===== src/hdl/light_bar_pair_matcher_defines.svh =====
// Assertion macros shared by the light-bar pair matcher RTL.
// Depends on nothing; users must have clk and rst_n in scope.
`ifndef LIGHT_BAR_PAIR_MATCHER_DEFINES_SVH
`define LIGHT_BAR_PAIR_MATCHER_DEFINES_SVH
`ifndef SYNTHESIS
// same-cycle implication
`define LBPM_ASSERT_IMP(lbl, ante, cons) \
  lbl: assert property (@(posedge clk) disable iff (!rst_n) (ante) |-> (cons)) \
    else $error("lbpm assertion failed");
// next-cycle implication
`define LBPM_ASSERT_NXT(lbl, ante, cons) \
  lbl: assert property (@(posedge clk) disable iff (!rst_n) (ante) |=> (cons)) \
    else $error("lbpm assertion failed");
`else
`define LBPM_ASSERT_IMP(lbl, ante, cons)
`define LBPM_ASSERT_NXT(lbl, ante, cons)
`endif
`endif


===== src/hdl/lbpm_pkg.sv =====
// Package for the light-bar pair matcher: payload types, constants, states.
// No dependencies.
package lbpm_pkg;

  localparam int MAX_BARS_DEF = 8;
  localparam int Q_DEPTH      = 2;
  localparam int ROOT_W       = 17;
  localparam int SQ_W         = 33;
  localparam int ROOT_ITER    = 17;

  localparam logic [11:0] HALF_TURN    = 12'd2880;
  localparam logic [13:0] QUARTER_TURN = 14'd2880;

  localparam int CFG_IDX_W  = 1;
  localparam int CFG_DATA_W = 12;
  localparam logic [CFG_IDX_W-1:0] REG_ANGLE_LIMIT  = 1'd0;
  localparam logic [CFG_IDX_W-1:0] REG_SIZE_DIVISOR = 1'd1;

  localparam logic [11:0] ANGLE_LIMIT_RST  = 12'd160;
  localparam logic [3:0]  SIZE_DIVISOR_RST = 4'd5;

  typedef struct packed {
    logic [15:0] bar_x;
    logic [15:0] bar_y;
    logic [11:0] bar_angle;
    logic [15:0] bar_height;
    logic [15:0] bar_width;
    logic        last_bar;
  } in_item_t;

  typedef struct packed {
    logic        pair_found;
    logic [16:0] armor_x;
    logic [16:0] armor_y;
    logic [13:0] armor_angle;
    logic [12:0] armor_short;
    logic [12:0] armor_long;
    logic [2:0]  first_index;
    logic [2:0]  second_index;
    logic        bars_dropped;
    logic        last_result;
  } out_item_t;

  typedef struct packed {
    logic [15:0] x;
    logic [15:0] y;
    logic [11:0] angle;
    logic [15:0] height;
    logic [15:0] width;
  } bar_t;

  // classified command handed from front to back
  typedef struct packed {
    bar_t bar;
    logic keep;
    logic last;
    logic dropped;
  } cmd_t;

  typedef enum logic [2:0] {
    S_IDLE, S_READ, S_CMP, S_EVAL, S_ROOT, S_STASH, S_NEXT, S_FINAL
  } bk_state_t;

endpackage


===== src/hdl/lbpm_front.sv =====
// Front part of the pair matcher: accepts bars, classifies keep/drop,
// and queues commands for the back part. Depends on lbpm_pkg.
module lbpm_front #(
  parameter int MAX_BARS = lbpm_pkg::MAX_BARS_DEF
) (
  input  logic             clk,
  input  logic             rst_n,
  input  logic             in_valid,
  output logic             in_stall,
  input  lbpm_pkg::in_item_t in_data,
  output logic             q_valid,
  output lbpm_pkg::cmd_t   q_data,
  input  logic             q_pop
);
  import lbpm_pkg::*;

  localparam int CNT_W = $clog2(MAX_BARS + 1);
  localparam int PTR_W = $clog2(Q_DEPTH);
  localparam int QC_W  = $clog2(Q_DEPTH + 1);

  cmd_t             q_mem_r [Q_DEPTH];
  logic [PTR_W-1:0] wr_ptr_r, rd_ptr_r;
  logic [QC_W-1:0]  q_cnt_r;
  logic [CNT_W-1:0] bar_cnt_r;
  logic             ovf_r;
  logic             push, keep;
  cmd_t             cmd;

  assign in_stall = (q_cnt_r == QC_W'(Q_DEPTH));
  assign push     = in_valid && !in_stall;
  assign keep     = (bar_cnt_r < CNT_W'(MAX_BARS));
  assign q_valid  = (q_cnt_r != '0);
  assign q_data   = q_mem_r[rd_ptr_r];

  always_comb begin
    cmd.bar.x      = in_data.bar_x;
    cmd.bar.y      = in_data.bar_y;
    cmd.bar.angle  = in_data.bar_angle;
    cmd.bar.height = in_data.bar_height;
    cmd.bar.width  = in_data.bar_width;
    cmd.keep       = keep;
    cmd.last       = in_data.last_bar;
    cmd.dropped    = ovf_r || !keep;
  end

  always_ff @(posedge clk) begin
    if (push) begin
      q_mem_r[wr_ptr_r] <= cmd;
    end
  end

  always_ff @(posedge clk) begin
    if (!rst_n) begin
      wr_ptr_r  <= '0;
      rd_ptr_r  <= '0;
      q_cnt_r   <= '0;
      bar_cnt_r <= '0;
      ovf_r     <= 1'b0;
    end else begin
      if (push) begin
        wr_ptr_r <= (wr_ptr_r == PTR_W'(Q_DEPTH - 1)) ? '0 : wr_ptr_r + PTR_W'(1);
        if (in_data.last_bar) begin
          bar_cnt_r <= '0;
          ovf_r     <= 1'b0;
        end else if (keep) begin
          bar_cnt_r <= bar_cnt_r + CNT_W'(1);
        end else begin
          ovf_r <= 1'b1;
        end
      end
      if (q_pop) begin
        rd_ptr_r <= (rd_ptr_r == PTR_W'(Q_DEPTH - 1)) ? '0 : rd_ptr_r + PTR_W'(1);
      end
      q_cnt_r <= q_cnt_r + QC_W'(push) - QC_W'(q_pop);
    end
  end

endmodule


===== src/hdl/lbpm_isqrt.sv =====
// Iterative integer square root, two radicand bits per cycle.
// Depends on lbpm_pkg.
module lbpm_isqrt (
  input  logic                        clk,
  input  logic                        rst_n,
  input  logic                        start,
  input  logic [lbpm_pkg::SQ_W-1:0]   value,
  output logic                        done,
  output logic [lbpm_pkg::ROOT_W-1:0] root
);
  import lbpm_pkg::*;

  localparam int VAL_W = 2 * ROOT_ITER;
  localparam int REM_W = ROOT_W + 3;
  localparam int IT_W  = $clog2(ROOT_ITER + 1);

  logic [VAL_W-1:0]  val_r;
  logic [REM_W-1:0]  rem_r, rem_nxt, rem_sh, trial;
  logic [ROOT_W-1:0] root_r, root_nxt;
  logic [IT_W-1:0]   it_r;
  logic              busy_r, done_r;

  assign done = done_r;
  assign root = root_r;

  always_comb begin
    rem_sh = {rem_r[REM_W-3:0], val_r[VAL_W-1 -: 2]};
    trial  = {1'b0, root_r, 2'b01};
    if (rem_sh >= trial) begin
      rem_nxt  = rem_sh - trial;
      root_nxt = {root_r[ROOT_W-2:0], 1'b1};
    end else begin
      rem_nxt  = rem_sh;
      root_nxt = {root_r[ROOT_W-2:0], 1'b0};
    end
  end

  always_ff @(posedge clk) begin
    if (start) begin
      val_r  <= VAL_W'(value);
      rem_r  <= '0;
      root_r <= '0;
    end else if (busy_r) begin
      val_r  <= {val_r[VAL_W-3:0], 2'b00};
      rem_r  <= rem_nxt;
      root_r <= root_nxt;
    end
  end

  always_ff @(posedge clk) begin
    if (!rst_n) begin
      busy_r <= 1'b0;
      done_r <= 1'b0;
      it_r   <= '0;
    end else if (start) begin
      busy_r <= 1'b1;
      done_r <= 1'b0;
      it_r   <= IT_W'(ROOT_ITER);
    end else if (busy_r) begin
      it_r <= it_r - IT_W'(1);
      if (it_r == IT_W'(1)) begin
        busy_r <= 1'b0;
        done_r <= 1'b1;
      end
    end
  end

endmodule


===== src/hdl/lbpm_back.sv =====
// Back part of the pair matcher: bar store, pair search sequencer,
// result holding and output register. Depends on lbpm_pkg, lbpm_isqrt.
`include "light_bar_pair_matcher_defines.svh"
module lbpm_back #(
  parameter int MAX_BARS = lbpm_pkg::MAX_BARS_DEF
) (
  input  logic                  clk,
  input  logic                  rst_n,
  input  logic                  q_valid,
  input  lbpm_pkg::cmd_t        q_data,
  output logic                  q_pop,
  input  logic [11:0]           angle_limit,
  input  logic [3:0]            size_divisor,
  output logic                  out_valid,
  input  logic                  out_stall,
  output lbpm_pkg::out_item_t   out_data
);
  import lbpm_pkg::*;

  localparam int CNT_W = $clog2(MAX_BARS + 1);
  localparam int IDX_W = (MAX_BARS > 1) ? $clog2(MAX_BARS) : 1;

  bk_state_t state_r, state_nxt;

  bar_t             mem [MAX_BARS];
  bar_t             rd_a_r, rd_b_r;
  logic [CNT_W-1:0] wr_cnt_r, cnt_r, i_r, j_r;
  logic             ovf_r;

  logic        match_r;
  logic [31:0] sqx_r, sqy_r;
  logic [16:0] sumx_r, sumy_r;
  logic [13:0] ang_r;
  logic [11:0] meanh_r;

  out_item_t pend_r, out_r, new_res, fin_res;
  logic      pend_valid_r, out_valid_r;

  logic out_free, stash_rdy, root_start, out_load, pend_load;
  logic root_done;
  logic [ROOT_W-1:0] root_q;

  // pair tests
  logic [11:0] ang_d0, ang_d;
  logic        par, anti;
  logic [15:0] hd, wd, dx, dy;
  logic [16:0] hs, ws;
  logic [19:0] h_prod, w_prod;
  logic        size_ok;
  logic [12:0] dist_px, meanh13;

  assign out_free  = !out_valid_r || !out_stall;
  assign stash_rdy = !pend_valid_r || out_free;
  assign out_valid = out_valid_r;
  assign out_data  = out_r;

  lbpm_isqrt u_isqrt (
    .clk   (clk),
    .rst_n (rst_n),
    .start (root_start),
    .value (SQ_W'(sqx_r) + SQ_W'(sqy_r)),
    .done  (root_done),
    .root  (root_q)
  );

  always_comb begin
    ang_d0  = (rd_a_r.angle > rd_b_r.angle) ? rd_a_r.angle - rd_b_r.angle
                                            : rd_b_r.angle - rd_a_r.angle;
    ang_d   = (ang_d0 > HALF_TURN) ? ang_d0 - HALF_TURN : ang_d0;
    par     = ang_d < angle_limit;
    anti    = (HALF_TURN - ang_d) < angle_limit;
    hd      = (rd_a_r.height > rd_b_r.height) ? rd_a_r.height - rd_b_r.height
                                              : rd_b_r.height - rd_a_r.height;
    wd      = (rd_a_r.width > rd_b_r.width) ? rd_a_r.width - rd_b_r.width
                                            : rd_b_r.width - rd_a_r.width;
    hs      = 17'(rd_a_r.height) + 17'(rd_b_r.height);
    ws      = 17'(rd_a_r.width) + 17'(rd_b_r.width);
    h_prod  = 20'(size_divisor) * 20'(hd);
    w_prod  = 20'(size_divisor) * 20'(wd);
    size_ok = (h_prod < 20'(hs)) && (w_prod < 20'(ws));
    dx      = (rd_a_r.x > rd_b_r.x) ? rd_a_r.x - rd_b_r.x : rd_b_r.x - rd_a_r.x;
    dy      = (rd_a_r.y > rd_b_r.y) ? rd_a_r.y - rd_b_r.y : rd_b_r.y - rd_a_r.y;
  end

  always_comb begin
    dist_px = 13'(root_q >> 4);
    meanh13 = 13'(meanh_r);
    new_res.pair_found   = 1'b1;
    new_res.armor_x      = sumx_r;
    new_res.armor_y      = sumy_r;
    new_res.armor_angle  = ang_r;
    new_res.armor_short  = (meanh13 < dist_px) ? meanh13 : dist_px;
    new_res.armor_long   = (meanh13 < dist_px) ? dist_px : meanh13;
    new_res.first_index  = 3'(i_r);
    new_res.second_index = 3'(j_r);
    new_res.bars_dropped = ovf_r;
    new_res.last_result  = 1'b0;
    if (pend_valid_r) begin
      fin_res = pend_r;
    end else begin
      fin_res = '0;
      fin_res.bars_dropped = ovf_r;
    end
    fin_res.last_result = 1'b1;
  end

  // next state
  always_comb begin
    state_nxt = state_r;
    unique case (state_r)
      S_IDLE: begin
        if (q_valid && q_data.last) begin
          state_nxt = ((wr_cnt_r + CNT_W'(q_data.keep)) < CNT_W'(2)) ? S_FINAL : S_READ;
        end
      end
      S_READ:  state_nxt = S_CMP;
      S_CMP:   state_nxt = S_EVAL;
      S_EVAL:  state_nxt = match_r ? S_ROOT : S_NEXT;
      S_ROOT:  state_nxt = root_done ? S_STASH : S_ROOT;
      S_STASH: state_nxt = stash_rdy ? S_NEXT : S_STASH;
      S_NEXT: begin
        if ((j_r + CNT_W'(1)) < cnt_r || (i_r + CNT_W'(2)) < cnt_r) begin
          state_nxt = S_READ;
        end else begin
          state_nxt = S_FINAL;
        end
      end
      S_FINAL: state_nxt = out_free ? S_IDLE : S_FINAL;
      default: state_nxt = S_IDLE;
    endcase
  end

  // control outputs
  always_comb begin
    q_pop      = 1'b0;
    root_start = 1'b0;
    out_load   = 1'b0;
    pend_load  = 1'b0;
    unique case (state_r)
      S_IDLE:  q_pop = q_valid;
      S_EVAL:  root_start = match_r;
      S_STASH: begin
        pend_load = stash_rdy;
        out_load  = stash_rdy && pend_valid_r;
      end
      S_FINAL: out_load = out_free;
      default: ;
    endcase
  end

  // bar store: one write port, two registered read ports
  always_ff @(posedge clk) begin
    if (q_pop && q_data.keep) begin
      mem[wr_cnt_r[IDX_W-1:0]] <= q_data.bar;
    end
    rd_a_r <= mem[i_r[IDX_W-1:0]];
    rd_b_r <= mem[j_r[IDX_W-1:0]];
  end

  // pair datapath
  always_ff @(posedge clk) begin
    if (state_r == S_CMP) begin
      match_r <= (par || anti) && size_ok;
      sqx_r   <= 32'(dx) * 32'(dx);
      sqy_r   <= 32'(dy) * 32'(dy);
      sumx_r  <= 17'(rd_a_r.x) + 17'(rd_b_r.x);
      sumy_r  <= 17'(rd_a_r.y) + 17'(rd_b_r.y);
      ang_r   <= 14'(rd_a_r.angle) + 14'(rd_b_r.angle) + (anti ? QUARTER_TURN : 14'd0);
      meanh_r <= hs[16:5];
    end
    if (pend_load) begin
      pend_r <= new_res;
    end
    if (out_load) begin
      out_r <= (state_r == S_FINAL) ? fin_res : pend_r;
    end
  end

  always_ff @(posedge clk) begin
    if (!rst_n) begin
      state_r      <= S_IDLE;
      wr_cnt_r     <= '0;
      cnt_r        <= '0;
      i_r          <= '0;
      j_r          <= '0;
      ovf_r        <= 1'b0;
      pend_valid_r <= 1'b0;
      out_valid_r  <= 1'b0;
    end else begin
      state_r <= state_nxt;
      if (q_pop) begin
        if (q_data.last) begin
          cnt_r    <= wr_cnt_r + CNT_W'(q_data.keep);
          wr_cnt_r <= '0;
          ovf_r    <= q_data.dropped;
          i_r      <= '0;
          j_r      <= CNT_W'(1);
        end else if (q_data.keep) begin
          wr_cnt_r <= wr_cnt_r + CNT_W'(1);
        end
      end
      if (state_r == S_NEXT) begin
        if ((j_r + CNT_W'(1)) < cnt_r) begin
          j_r <= j_r + CNT_W'(1);
        end else begin
          i_r <= i_r + CNT_W'(1);
          j_r <= i_r + CNT_W'(2);
        end
      end
      if (pend_load) begin
        pend_valid_r <= 1'b1;
      end else if (state_r == S_FINAL && out_free) begin
        pend_valid_r <= 1'b0;
      end
      if (out_load) begin
        out_valid_r <= 1'b1;
      end else if (!out_stall) begin
        out_valid_r <= 1'b0;
      end
    end
  end

  `LBPM_ASSERT_IMP(a_idle_no_pend, state_r == S_IDLE, !pend_valid_r)
  `LBPM_ASSERT_IMP(a_pair_order, state_r == S_READ, (i_r < j_r) && (j_r < cnt_r))
  `LBPM_ASSERT_NXT(a_final_marks_last, state_r == S_FINAL && out_free, out_valid_r && out_r.last_result)

endmodule


===== src/hdl/light_bar_pair_matcher.sv =====
// Top level of the light-bar pair matcher: config registers, front and back.
// Depends on lbpm_pkg, lbpm_front, lbpm_back.
//
// Usage: feed one fitted light bar per item on in_* (valid/stall). Bars are
// stored until an item with last_bar set arrives; up to MAX_BARS are kept,
// later ones are dropped and flagged in bars_dropped. The last bar starts
// the pair search over all stored pairs (i<j) in ascending order.
// Each matching pair yields one item on out_*; a frame with no match yields
// one empty item. The final item of a frame carries last_result.
// Back part: while idle it stores each non-last bar and pops the next one
// straight away. A search runs READ, CMP, EVAL, NEXT for each pair tested,
// plus ROOT (17-step iterative square root) and STASH for each match.
// A two-entry command queue lets input be accepted during a search.
// A frame with fewer than two bars goes from IDLE straight to FINAL;
// a found pair is held back until the next match or the search end.
// Reset (synchronous, rst_n low) empties the queue and bar count and loads
// angle_limit = 160 and size_divisor = 5. Config writes are taken on cfg_we.
// When out_stall is high the result item holds; the search pauses
// with at most one further result pending, and input stops once the
// queue fills.
module light_bar_pair_matcher #(
  parameter int MAX_BARS = lbpm_pkg::MAX_BARS_DEF
) (
  input  logic                             clk,
  input  logic                             rst_n,
  input  logic                             in_valid,
  output logic                             in_stall,
  input  lbpm_pkg::in_item_t               in_data,
  output logic                             out_valid,
  input  logic                             out_stall,
  output lbpm_pkg::out_item_t              out_data,
  input  logic                             cfg_we,
  input  logic [lbpm_pkg::CFG_IDX_W-1:0]   cfg_index,
  input  logic [lbpm_pkg::CFG_DATA_W-1:0]  cfg_wdata
);
  import lbpm_pkg::*;

  logic [11:0] angle_limit_r;
  logic [3:0]  size_div_r;
  logic        q_valid, q_pop;
  cmd_t        q_data;

  // config register decode
  always_ff @(posedge clk) begin
    if (!rst_n) begin
      angle_limit_r <= ANGLE_LIMIT_RST;
      size_div_r    <= SIZE_DIVISOR_RST;
    end else if (cfg_we) begin
      unique case (cfg_index)
        REG_ANGLE_LIMIT:  angle_limit_r <= cfg_wdata[11:0];
        REG_SIZE_DIVISOR: size_div_r    <= cfg_wdata[3:0];
        default: ;
      endcase
    end
  end

  // accept and classify bars
  lbpm_front #(.MAX_BARS(MAX_BARS)) u_front (
    .clk      (clk),
    .rst_n    (rst_n),
    .in_valid (in_valid),
    .in_stall (in_stall),
    .in_data  (in_data),
    .q_valid  (q_valid),
    .q_data   (q_data),
    .q_pop    (q_pop)
  );

  // store bars, search pairs, drive results
  lbpm_back #(.MAX_BARS(MAX_BARS)) u_back (
    .clk          (clk),
    .rst_n        (rst_n),
    .q_valid      (q_valid),
    .q_data       (q_data),
    .q_pop        (q_pop),
    .angle_limit  (angle_limit_r),
    .size_divisor (size_div_r),
    .out_valid    (out_valid),
    .out_stall    (out_stall),
    .out_data     (out_data)
  );

endmodule

===== config.mk =====
export PLATFORM = sky130hd
export DESIGN_NAME = light_bar_pair_matcher
export DESIGN_NICKNAME = d
export VERILOG_FILES = /design/src/hdl/lbpm_pkg.sv /design/src/hdl/lbpm_front.sv /design/src/hdl/lbpm_isqrt.sv /design/src/hdl/lbpm_back.sv /design/src/hdl/light_bar_pair_matcher.sv
export VERILOG_INCLUDE_DIRS = /design/src /design/src/hdl
export SDC_FILE = /design/constraint.sdc
export NUM_CORES = 2
export LEC_CHECK = 0
export BUFFER_PORTS_ARGS = -buffer_cell sky130_fd_sc_hd__buf_4
export CAP_MARGIN = 20
export CORE_AREA = 2 2 431 433
export CTS_CLUSTER_DIAMETER = 100
export DETAILED_ROUTE_END_ITERATION = 16
export DIE_AREA = 0 0 433 435
export HOLD_SLACK_MARGIN = 0.06
export SLEW_MARGIN = 0
export SYNTH_ARGS = -nofsm -noshare
export SYNTH_HDL_FRONTEND = slang
export SYNTH_SLANG_ARGS = --single-unit

===== constraint.sdc =====
create_clock -name clk -period 11.6 [get_ports clk]
set_input_delay 0.58 -clock clk [delete_from_list [all_inputs] [get_ports clk]]
set_output_delay 0.58 -clock clk [all_outputs]
set_load 0.005 [all_outputs]

==> metrics.csv <==
metric,value,unit
die area,188000,µm²
complex-gate fraction of the synthesized area,7.41,%
Post-Syn Nets,7660,
portion of synthesized cell area occupied by the leading cell type,39.6,%
register bit count reported by yosys,1327,
number of DRC markers in iteration 0,3230,
clock tree from TritonCTS,built,
Max Cap Viol,0,
Root Buffer Master,sky130_fd_sc_hd__clkbuf_16,
total number of nets in the final design,7928,
number of instances in the synthesized netlist,6561,
antenna violation net count after detailed routing,0,
part of the cycle the worst path needs,88.8,%
class of the tightest hold or removal check,primary input to flip-flop,
die height,435,µm
number of failing setup endpoints in the final timing report,0,
Rows,158,
layout cells sized above 1,16.2,%
Top-Level Pins,180,
warning count from the yosys run,0,
fraction of met2 tracks used by global routing,33.2,%
area of the multi-input gates,40700,µm²
crit path DAT,10.83,ns
Critical Path Start Type,flip-flop,
WL/cell,20.7,µm
worst setup path startpoint,u_back.rd_b_r[61]$_DFF_P_,
Sinks on Clock Net,1327,
stage delay of the slowest cell on the critical path,0.64,ns
Global Route Usage Sum,20.9,%
Fin. Hold Viols,0,
Slew Limit Fails,0,
Max-Slew Margin vs Limit,24.8,%
clock input transition at the sequential cells of the worst setup and hold paths,0.06,ns
Total Neg Setup Slack,0,ns
grt met1 use,29.8,%
storage element area,37400,µm²
most numerous cell types in the synthesized netlist,"sky130_fd_sc_hd__edfxtp_1 (1084), sky130_fd_sc_hd__inv_1 (868), sky130_fd_sc_hd__ha_1 (609), sky130_fd_sc_hd__fa_1 (395), sky130_fd_sc_hd__nor2_1 (358)",
maximum level of the CTS H-tree,4,
share of flip-flops with an asynchronous set or reset,0,%
area added between synthesis and finish,12.1,%
starting density of the core,44.7,%
post-synthesis instance area,82300,µm²
dominant register cell in the synthesized netlist,sky130_fd_sc_hd__edfxtp_1,
number of search-and-repair iterations in the first detailed-routing pass,5,
vias in the first global route,52100,
setup repair after global routing missed its margin,false,
routability congestion estimate,0.900,
mean area per synthesized cell,12.5,µm²
Max Freq,97.1,MHz
top area cells in the synthesized netlist,"sky130_fd_sc_hd__edfxtp_1 (40%), sky130_fd_sc_hd__fa_1 (9.6%), sky130_fd_sc_hd__ha_1 (9.3%)",
main combinational cell family by area after synthesis,adder cells,
layer with the highest usage,met2,
source-to-sink clock delay at the later pin of the worst-skew pair,0.80,ns
number of flops mapped to enable cells by yosys,1084,
met3 track demand over resource,2.95,%
count of filler cells inserted in the layout,16000,
reg2reg start,u_back.rd_b_r[61]$_DFF_P_,
Placed Cells incl. Taps,9062,
Max Fanout on Critical Path,12,
multiplexer area fraction after synthesis,12.8,%
Least-Margin Pin Slew,1.13,ns
buffers inserted by post-CTS timing repair,0,
final instance count without filler cells,9436,
CTS Buf Count,149,
cell type contributing the most total cell area after synthesis,sky130_fd_sc_hd__edfxtp_1,
critical path endpoint category,flip-flop,
post-route clock skew,0.0348,ns
Via density,5.36,
XOR/XNOR Fraction of Synth Area,3.06,%
Cell variety after synth,88,
Worst Hold Launch,out_stall,
sequential area share after synthesis,45.5,%
number of I/O port buffers,179,
"area fraction in and, or, nand and nor cells after synthesis",7.15,%
number of DRC violations after detailed routing,0,
critical path data required time,12.13,ns
wire length of the first global-routing pass,304000,µm
most frequently used cell type in the post-synthesis netlist,sky130_fd_sc_hd__edfxtp_1,
critical path class,flip-flop to flip-flop,
Adder-Cell Fraction of Synth Area,18.9,%
total wire length,195000,µm
die extent in x,433,µm
cell with the biggest individual delay on the critical path,sky130_fd_sc_hd__nor3b_1,
HPWL after detailed placement,135000,µm
overall via count from detail_route,50600,
antenna violations before repair,19,
maximum number of pins on one net before global-route repair,82,
maximum clock path buffer count,3,
post-layout minimum cycle time,10.30,ns
Std-Cell Core Area,184000,µm²
run status,"complete, no violations",
Congestion Overflow GR,0,
## cells by family after synthesis
family	after synthesis
other	1
AND/OR/NAND/NOR	1235
AO/OA/AOI/OAI	933
adder cells (fa/ha/maj)	1004
multiplexers	638
buffers and inverters	1136
flip-flops	1327
XOR/XNOR	287
## flip-flops by register name (all words and copies together) (netlist names), 5 cells and up, named ones only
| register | flops |
|---|---|
| angle_limit_r | 12 |
| u_back.ang_r | 14 |
| u_back.meanh_r | 12 |
| u_back.mem | 608 |
| u_back.out_data | 83 |
| u_back.pend_r | 81 |
| u_back.rd_a_r | 76 |
| u_back.rd_b_r | 76 |
| u_back.sqx_r | 30 |
| u_back.sqy_r | 30 |
| u_back.sumx_r | 17 |
| u_back.sumy_r | 17 |
| u_back.u_isqrt.it_r | 5 |
| u_back.u_isqrt.rem_r | 18 |
| u_back.u_isqrt.root | 17 |
| u_back.u_isqrt.val_r | 34 |
| u_front.q_mem_r | 158 |
## area by class of cell
cell class	count	area share (%)
Multi-Input combinational cell	4098	44.1
Sequential cell	1327	40.6
Clock buffer	208	4.50
Inverter	894	3.64
Tap cell	2480	3.36
Timing Repair Buffer	359	3.19
Clock inverter	65	0.621
Antenna cell	5	0.0136
## timing repair
action	in CTS	in global routing
hold endpoints to repair	169	0
gates resized for setup	0	0
setup endpoints to repair	0	0
hold buffers	94	0
## per-layer routing
metal	share of wire, %	wire length, µm
met3	5.1	9980
met2	46	90700
met4	2.6	5090
met1	46	89700
met5	0.0067	13
## path summary, 6_finish.rpt
check                                   endpoint  slack [ns]  cells past startpoint
setup / recovery      u_back.sqx_r[31]$_DFFE_PP_        1.30                     38
hold / removal    u_back.state_r[0]$_SDFFE_PN0P_        0.15                      3
setup reg to reg      u_back.sqx_r[31]$_DFFE_PP_        1.30                     38
hold reg to reg      u_back.pend_r[46]$_DFFE_PP_        0.42                      0
## through the flow
stage               utilization (%)  hold WS (ns)  instance area (µm²)  setup slack [ns]
global route                   50.1         0.110                92300             0.640
floorplan                         -         0.400                82300              1.44
detailed placement             47.0         0.405                86600              1.42
global placement               47.0         0.405                86500              1.52
finish                         50.1         0.147                92300              1.30
CTS                            50.1        0.0806                92200              1.37
## critical path: cells and delay by family, from the launching register on
kind	cells	cell delay (ns)
multiplexers	1	0.37
buffers and inverters	9	0.79
AND/OR/NAND/NOR	4	1.25
XOR/XNOR	2	0.26
flip-flops	1	0.42
AO/OA/AOI/OAI	14	3.12
adder cells (fa/ha/maj)	8	3.83
## cells in the final DEF, fill, tap and decap left out, types with 122 or more instances in the layout
cell and count:
sky130_fd_sc_hd__clkbuf_16 153, sky130_fd_sc_hd__buf_4 260, sky130_fd_sc_hd__edfxtp_1 1084, sky130_fd_sc_hd__dfxtp_1 235, sky130_fd_sc_hd__mux2_2 269, sky130_fd_sc_hd__ha_1 609
sky130_fd_sc_hd__and2_1 171, sky130_fd_sc_hd__a21o_1 122, sky130_fd_sc_hd__mux4_2 304, sky130_fd_sc_hd__o21ai_0 133, sky130_fd_sc_hd__fa_1 395, sky130_fd_sc_hd__inv_1 868
sky130_fd_sc_hd__a21oi_1 274, sky130_fd_sc_hd__nor2_1 349, sky130_fd_sc_hd__nand2_1 341, sky130_fd_sc_hd__xnor2_1 209
Power is left out: the tool's default activity adds up to more than one toggle a clock period on the data nets, which glitch-free logic cannot reach.
